==> src/design/afb_pkg.sv <==
// ----------------------------------------------------------------------------
// afb_pkg
// Shared constants, codes and helpers for the alpha blending framebuffer.
// ----------------------------------------------------------------------------
package afb_pkg;

  localparam int unsigned MAX_WIDTH_DEF  = 256;
  localparam int unsigned MAX_HEIGHT_DEF = 256;

  localparam int unsigned PIXEL_W    = 32;
  localparam int unsigned COORD_W    = 8;
  localparam int unsigned FRAME_W    = 9;
  localparam int unsigned CFG_IDX_W  = 2;
  localparam int unsigned CFG_DATA_W = 9;

  localparam logic [FRAME_W-1:0] FRAME_RST    = 9'd256;
  localparam logic [7:0]         ALPHA_OPAQUE = 8'hff;
  localparam logic [7:0]         ALPHA_FULL   = 8'd255;

  typedef enum logic {
    OP_WRITE = 1'b0,
    OP_READ  = 1'b1
  } op_e;

  typedef enum logic [CFG_IDX_W-1:0] {
    REG_BLEND_MODE   = 2'd0,
    REG_FRAME_WIDTH  = 2'd1,
    REG_FRAME_HEIGHT = 2'd2
  } cfg_reg_e;

  // Exact s/255 for s up to 255*255, where the quotient fits a byte.
  function automatic logic [7:0] div255(input logic [16:0] s);
    logic [16:0] t;
    t = s + 17'd1 + (s >> 8);
    return t[15:8];
  endfunction

endpackage

==> src/design/afb_blend.sv <==
// ----------------------------------------------------------------------------
// afb_blend
// Source-over mix of three color channels; products registered, then /255.
// ----------------------------------------------------------------------------
module afb_blend (
  input  logic        clk_i,
  input  logic [31:0] src_i,
  input  logic [31:0] dst_i,
  output logic [31:0] blend_o
);
  import afb_pkg::*;

  logic [7:0]  alpha;
  logic [7:0]  alpha_inv;
  logic [15:0] fg_prod_q [3];
  logic [15:0] bg_prod_q [3];
  logic [7:0]  chan      [3];

  assign alpha     = src_i[7:0];
  assign alpha_inv = ALPHA_FULL - alpha;

  // channel 0 is red (bits 31:24), 1 green, 2 blue
  always_ff @(posedge clk_i) begin
    for (int c = 0; c < 3; c++) begin
      fg_prod_q[c] <= 16'(src_i[31-8*c -: 8]) * 16'(alpha);
      bg_prod_q[c] <= 16'(dst_i[31-8*c -: 8]) * 16'(alpha_inv);
    end
  end

  always_comb begin
    for (int c = 0; c < 3; c++) begin
      chan[c] = div255(17'(fg_prod_q[c]) + 17'(bg_prod_q[c]));
    end
  end

  assign blend_o = {chan[0], chan[1], chan[2], ALPHA_OPAQUE};

endmodule

==> config.mk <==
export PLATFORM = sky130hd
export DESIGN_NAME = afb_blend
export DESIGN_NICKNAME = d
export VERILOG_FILES = /design/src/design/afb_pkg.sv /design/src/design/afb_blend.sv
export SDC_FILE = /design/constraint.sdc
export NUM_CORES = 1
export LEC_CHECK = 0
export ABC_CLOCK_PERIOD_IN_PS = 6200
export BUFFER_PORTS_ARGS = -buffer_cell sky130_fd_sc_hd__buf_4
export CAP_MARGIN = 5
export CELL_PAD_IN_SITES_DETAIL_PLACEMENT = 0
export CELL_PAD_IN_SITES_GLOBAL_PLACEMENT = 2
export CORE_MARGIN = 2
export CORE_UTILIZATION = 25
export CTS_CLUSTER_DIAMETER = 120
export DETAILED_ROUTE_END_ITERATION = 10
export PLACE_DENSITY = 0.56
export RECOVER_POWER = 25
export REMOVE_ABC_BUFFERS = 1
export SYNTH_ARGS = -nofsm -noshare
export SYNTH_HDL_FRONTEND = slang
export SYNTH_SLANG_ARGS = --single-unit
==> constraint.sdc <==
create_clock -name clk_i -period 6.2 [get_ports clk_i]
set_input_delay 0.31 -clock clk_i [delete_from_list [all_inputs] [get_ports clk_i]]
set_output_delay 0.31 -clock clk_i [all_outputs]
set_load 0.03 [all_outputs]
# After elaboration in Yosys (flattened, before gate mapping)
# Memory sizes are Yosys's and may differ from the RTL's.
# Index checks and enable logic that the tools add are counted.
[classes]
n_eq_ne = 0
mul = 6
muxes = 0
div = 0
n_shift = 0
n_reduce_logical = 0
addsub = 10
n_lt_le_gt_ge = 0
bitwise_logic = 0
[op_table]
columns = ["op", "n"]
rows = [
  ["$mul A8 B8 Y16", 6],
  ["$add A16 B16 Y17", 3],
  ["$add A16 B1 Y16 const B", 3],
  ["$add A16 B9 Y16", 3],
  ["$sub A8 B8 Y8 const A", 1],
]
[totals]
rom_bits = 0
input_bits = 65
memories = 2
register_bits = 0
latch_bits = 0
output_inout_bits = 32
elab_cells = 18
ramBits = 96
[mem_list]
columns = ["name", "words", "width", "read_ports", "rd_clocked_by_memory_dff", "write_ports", "line_no", "rtl"]
rows = [
  ["bg_prod_q", 3, 16, 3, 0, 3, "afb_blend.sv:16", "logic [15:0] bg_prod_q [3];"],
  ["fg_prod_q", 3, 16, 3, 0, 3, "afb_blend.sv:15", "logic [15:0] fg_prod_q [3];"],
]

# Depth between registers and ports, before layout
# Gate-level depths: netlist of the first run.
# An unclocked memory read counts as a cell.
[logic_depth]
ltp_word = 4
depth_mapped = 19
depth_no_buf = 19

# Worst setup path before layout of the first run
# OpenSTA, ideal clock, no wires.
[synth_timing]
path_kind = "flip-flop to output port"
startpoint = "memory fg_prod_q[0][7]"
endpoint = "output port blend_o[28]"
path_slack_ns = 1.613
path_stages_with_launch = 16
t_required_ns = 5.890
t_arrival_ns = 4.277
n_path_buf = 0
cell_sequence = "dfxtp_1 -> ha_1 -> a21oi_2 -> nor2b_1 -> a211o_1 -> a221o_1 -> o221ai_2 -> or4b_1 -> o311ai_2 -> ha_1 -> and2_1 -> a221oi_1 -> o311ai_0 -> a31oi_1 -> and4b_1 -> xor2_1"
[synth_lines]
columns = ["item", "line_no", "rtl"]
rows = [
  ["start: declaration", "afb_blend.sv:15", ""],
  ["end: declaration", "afb_blend.sv:9", "output logic [31:0] blend_o"],
]

==> results_dict.tcl, run 1 <==
set metrics [dict create \
    cts_made_buffers 9 \
    critPathRequiredTime_ps 6460 \
    syn_inst 2022 \
    synth_top_area_share_pct 24.5 \
    hold_violations 0 \
    grt_max_degree 49 \
    die_area_sq_um 73600 \
    synth.distinct_cells 73 \
    antenna_found_initial 0 \
    cp-start-kind "input port" \
    finalSetupViolations 0 \
    ant_nets 0 \
    dieHeight_um 271 \
    clock_path_buffers 2 \
    portBuffers 80 \
    avgSynthCellArea_sq_um 8.83 \
    cts_tree "built" \
    vias 13211 \
    status "complete, but fails checks" \
    cts-resized-gates 0 \
    routed_via_density 4.37 \
    critPathKind "in2reg" \
    cts_root_buf "clkbuf_16" \
    core-area_sq_um 71100 \
    initial_core_util_pct 25.1 \
    fin_crit_sh_pct 91.2 \
    fin_util_pct 27.7 \
    synth_area_leader_cell "fa_1" \
    tightest_slew_ps 2700 \
    tns_ps 0 \
    ys_async_sr_fraction_pct 0 \
    netlist_area_sq_um 17900 \
    drt_iter0_markers 506 \
    ys_seq_area_share_pct 10.8 \
    finalWirelength_um 43100 \
    yosysMostFrequentCell "inv_1" \
    holdPathStages 2 \
    postCtsSetupBuffers 0 \
    drive_above_1_share_pct 5.60 \
    synthFlopType "dfxtp_1" \
    track_usage_pct 12.2 \
    area_growth_pct 10.5 \
    synthTopCellsByCount "inv_1, ha_1, fa_1" \
    hp-start "src_i[24]" \
    firstDrtPassIters 4 \
    fp.dieW_um 271 \
    cts.sinks 96 \
    path_clk_slew_ps 80 \
    cts_hold_buf 0 \
    yosys_register_bits 96 \
    ios 97 \
    cap_violations 1 \
    yosys_warnings 0 \
    cp_max_fo 48 \
    cp-startpoint "src_i[0]" \
    grt_pass1_vias 14008 \
    worstPathArrival_ps 5920 \
    drc_errors 0 \
    worst_hold_path_type "in2reg" \
    fill_cells 7768 \
    max_freq_mhz 177 \
    grt_setup_unrepaired "false" \
    grt_overflow_total 0 \
    max-slew-margin-rel_pct -79.7 \
    synth_edf_count 0 \
    nNetsFinal 2638 \
    grt_pass1_wl_um 72600 \
    violations "max-capacitance violations, max-slew violations" \
    row_count 98 \
    synth_area_leaders "fa_1, ha_1, dfxtp_1" \
    wire_per_inst_um 14.3 \
    dp_hpwl_um 34600 \
    finalMaxSlewViolations 49 \
    worstSetupEndpointType "flip-flop" \
    gp_congestion 0.740 \
    fin_crit_ps 5660 \
    htreeDepth 3 \
]
[placed cells by master, fill, tap and decap left out, drive strengths merged, types with 7 or more instances in the layout]
| cell | Yosys | final |
|---|---|---|
| inv | 330 | 332 |
| ha | 288 | 288 |
| fa | 219 | 219 |
| nor2b | 192 | 192 |
| and2 | 157 | 157 |
| xnor2 | 103 | 103 |
| dfxtp | 96 | 96 |
| nand2 | 93 | 93 |
| nor2 | 89 | 89 |
| buf | 12 | 80 |
| a21oi | 68 | 68 |
| nand2b | 46 | 46 |
| o21ai | 42 | 42 |
| nand3 | 25 | 25 |
| nor3 | 25 | 25 |
| a21o | 21 | 21 |
| xor2 | 13 | 13 |
| clkbuf | 43 | 12 |
| a21boi | 10 | 10 |
| o21a | 8 | 8 |
| a211oi | 8 | 8 |
| conb | 1 | 8 |
| nor4 | 8 | 8 |
| o311ai | 8 | 8 |
| a41o | 7 | 7 |
| o211ai | 7 | 7 |
| and3 | 7 | 7 |
| nand4 | 7 | 7 |
[layout make-up]
class / count / area [sq um] / area share [%]
antenna: 1 / 2.50 / 0.0127
clock buffer: 11 / 253 / 1.28
clock inverter: 4 / 27.5 / 0.140
inverter: 330 / 1240 / 6.28
multi-input combinational: 1548 / 14500 / 73.5
sequential: 96 / 1920 / 9.74
tap: 950 / 1190 / 6.02
timing repair buffer: 81 / 604 / 3.06
[worst max-delay path: stages]
cell	delay, ps
clkbuf_1	1870
nor2b_1	220
fa_1	650
inv_1	50
fa_1	500
fa_1	490
inv_1	40
ha_1	310
o21ai_0	120
a21boi_0	180
o21ai_0	270
a21oi_1	140
a41o_1	280
o41a_1	330
xnor2_1	130
[registers in the layout (all words and copies together) (netlist names)]
name and cells:
bg_prod_q 48, fg_prod_q 48
[path summary, 6_finish.rpt]
kind / to / slack, ps
hold / removal: fg_prod_q[0][0] / 220
setup / recovery: bg_prod_q[0][31] / 540
[cell families (layout without fill, tap and decap cells)]
family / Yosys count / in the layout / share of synthesized area [%]
buffers and inverters: 385 / 426 / 8.28
other: 1 / 9 / 0.0210
AO/OA/AOI/OAI: 241 / 241 / 9.25
AND/OR/NAND/NOR: 672 / 672 / 21.0
multiplexers: 3 / 3 / 0.168
XOR/XNOR: 117 / 117 / 5.81
flip-flops: 96 / 96 / 10.8
adder cells (fa/ha/maj): 507 / 507 / 44.7
[per-stage QoR]
stage | cell area, sq um | worst slack [ps] | instances | hold WS [ps]
2_1_floorplan | 17600 | 1610 | 1974 | 382
3_3_place_gp | 19400 | 1130 | 3005 | 627
3_5_place_dp | 19400 | 1070 | 3005 | 620
4_1_cts | 19700 | 569 | 3020 | 190
5_1_grt | 19700 | 104 | 3020 | 219
6_report | 19700 | 545 | 3021 | 216
[per-layer routing]
metal  vias up  share of wire [%]  wire length (um)  global-route usage, %
met3        15                1.9               805                   1.41
met2       105                 47             20100                   20.5
li1       6565                  -                 -                      -
met5         -                  0                 0                      0
met1      6526                 51             21800                   17.0
met4         0               0.77               333                   2.15
Power of run 1 is not shown: default switching activity piles up to over one toggle a cycle in this logic, so the estimate is an artifact.
==> run 2: changes to the inputs <==
==> constraint.sdc (replaced) <==
create_clock -name clk_i -period 6.2 [get_ports clk_i]
set_input_delay 0.93 -clock clk_i [delete_from_list [all_inputs] [get_ports clk_i]]
set_output_delay 0.93 -clock clk_i [all_outputs]
set_load 0.03 [all_outputs]
==> results_dict.tcl, run 2 (synthesis results as in run 1) <==
set metrics [dict create \
    hold-path-endpoint "bg_prod_q[0][0]" \
    grt_use_met1_pct 17.6 \
    core-area_sq_um 71100 \
    dp_hpwl_um 35000 \
    final_common_cell "inv_1" \
    hp-start "dst_i[24]" \
    largestRegisters "bg_prod_q: 48 flops, fg_prod_q: 48 flops" \
    grt_pass1_wl_um 74200 \
    tightest_slew_ps 1140 \
    path_clk_slew_ps 80 \
    cts.sinks 96 \
    cts_tree "built" \
    finalSetupViolations 0 \
    finalWirelength_um 43500 \
    grt_use_met3_pct 1.66 \
    ant_nets 0 \
    drc_errors 0 \
    finalMaxSlewViolations 0 \
    cts_made_buffers 9 \
    dieHeight_um 271 \
    holdPathStages 2 \
    grt_max_degree 49 \
    htreeDepth 3 \
    pre_cts_ws_ps 449 \
    max_freq_mhz 171 \
    critPathRequiredTime_ps 5270 \
    tns_ps 0 \
    ios 97 \
    routed_via_density 4.37 \
    postCtsSetupBuffers 0 \
    cp-start-kind "flip-flop" \
    antenna_found_initial 1 \
    initial_core_util_pct 25.1 \
    worstPathArrival_ps 4930 \
    cap_violations 0 \
    hold-worst-slack_ps 844 \
    drive_above_1_share_pct 6.16 \
    hold_violations 0 \
    grt_pass1_vias 14134 \
    final_cell_mix "inv_1, ha_1, fa_1" \
    row_count 98 \
    drt_iter0_markers 430 \
    setup_ws_ps 339 \
    wire_per_inst_um 14.4 \
    fp.dieW_um 271 \
    cp_max_fo 6 \
    fin_crit_sh_pct 94.5 \
    grt-busiest-layer "met2" \
    fin_crit_ps 5860 \
    cts_root_buf "clkbuf_16" \
    grt_overflow_total 0 \
    grt_setup_unrepaired "false" \
    critPathKind "reg2out" \
    use_met2_pct 20.6 \
    nNetsFinal 2645 \
    area_growth_pct 11.4 \
    portBuffers 80 \
    worstSetupEndpointType "output pin" \
    worst_hold_path_type "in2reg" \
    die_area_sq_um 73600 \
    fin_util_pct 28.0 \
    status "completed" \
    fill_cells 7754 \
    max-slew-margin-rel_pct 23.3 \
    gp_congestion 0.756 \
    track_usage_pct 12.5 \
    clock_path_buffers 2 \
    vias 13245 \
    firstDrtPassIters 4 \
]
## run 2: cell types whose count changed in the layout (fill, tap and decap cells not counted), moves of 2 or more
cell	delta
and2_0	-2
and2_1	+2
buf_4	+7
bufinv_16	+4
clkbuf_8	-2
clkinv_2	-2
## run 2: area by class of cell
type                            instances  area, sq um  share of cell area [%]
Clock buffer                            9          225                    1.13
Clock inverter                          6          138                   0.692
Inverter                              330         1240                    6.23
Antenna cell                            1         2.50                  0.0126
Multi-Input combinational cell       1548        14500                    73.0
Timing Repair Buffer                   88          657                    3.30
Sequential cell                        96         1920                    9.66
Tap cell                              950         1190                    5.97
## run 2: how the worst max path moves through the flow
stage / startpoint / endpoint / slack [ps]
3_5_place_dp: fg_prod_q[0][0] / blend_o[31] / 450
5_1_grt: fg_prod_q[0][16] / blend_o[23] / 50
6_report: bg_prod_q[0][7] / blend_o[31] / 340
3_3_place_gp: fg_prod_q[0][0] / blend_o[31] / 530
2_1_floorplan: fg_prod_q[0][7] / blend_o[28] / 990
4_1_cts: fg_prod_q[0][16] / blend_o[21] / 100
## run 2: repair_timing
action	in CTS	in global routing
hold buffers	0	0
gates resized for setup	1	6
setup endpoints to repair	1	10
pin swaps	0	1
## run 2: worst max-delay path: stages (launching register included)
cell,delay (ps)
dfxtp_1,320
ha_1,380
a21oi_2,150
nor2b_1,100
a211o_1,310
a221o_1,410
o221ai_2,220
or4b_1,470
o311ai_2,130
ha_1,330
and2_1,180
a221oi_2,290
o311ai_1,220
a31oi_1,300
and4b_1,290
nand4_1,120
xnor2_1,140
buf_4,190
## run 2: layer usage
layer	up-vias	wire (um)	share of wire [%]
met4	0	370	0.85
met3	19	825	1.9
li1	6601	-	-
met5	-	0	0
met1	6512	22200	51
met2	113	20100	46
## run 2: through the flow
stage	std cells	area [sq um]
after CTS	3027	19900
after global routing	3027	19900
after detailed placement	3012	19500
after global placement	3012	19500
after floorplan	1974	17600
final	3028	19900
Power of run 2 is left out for the same reason.
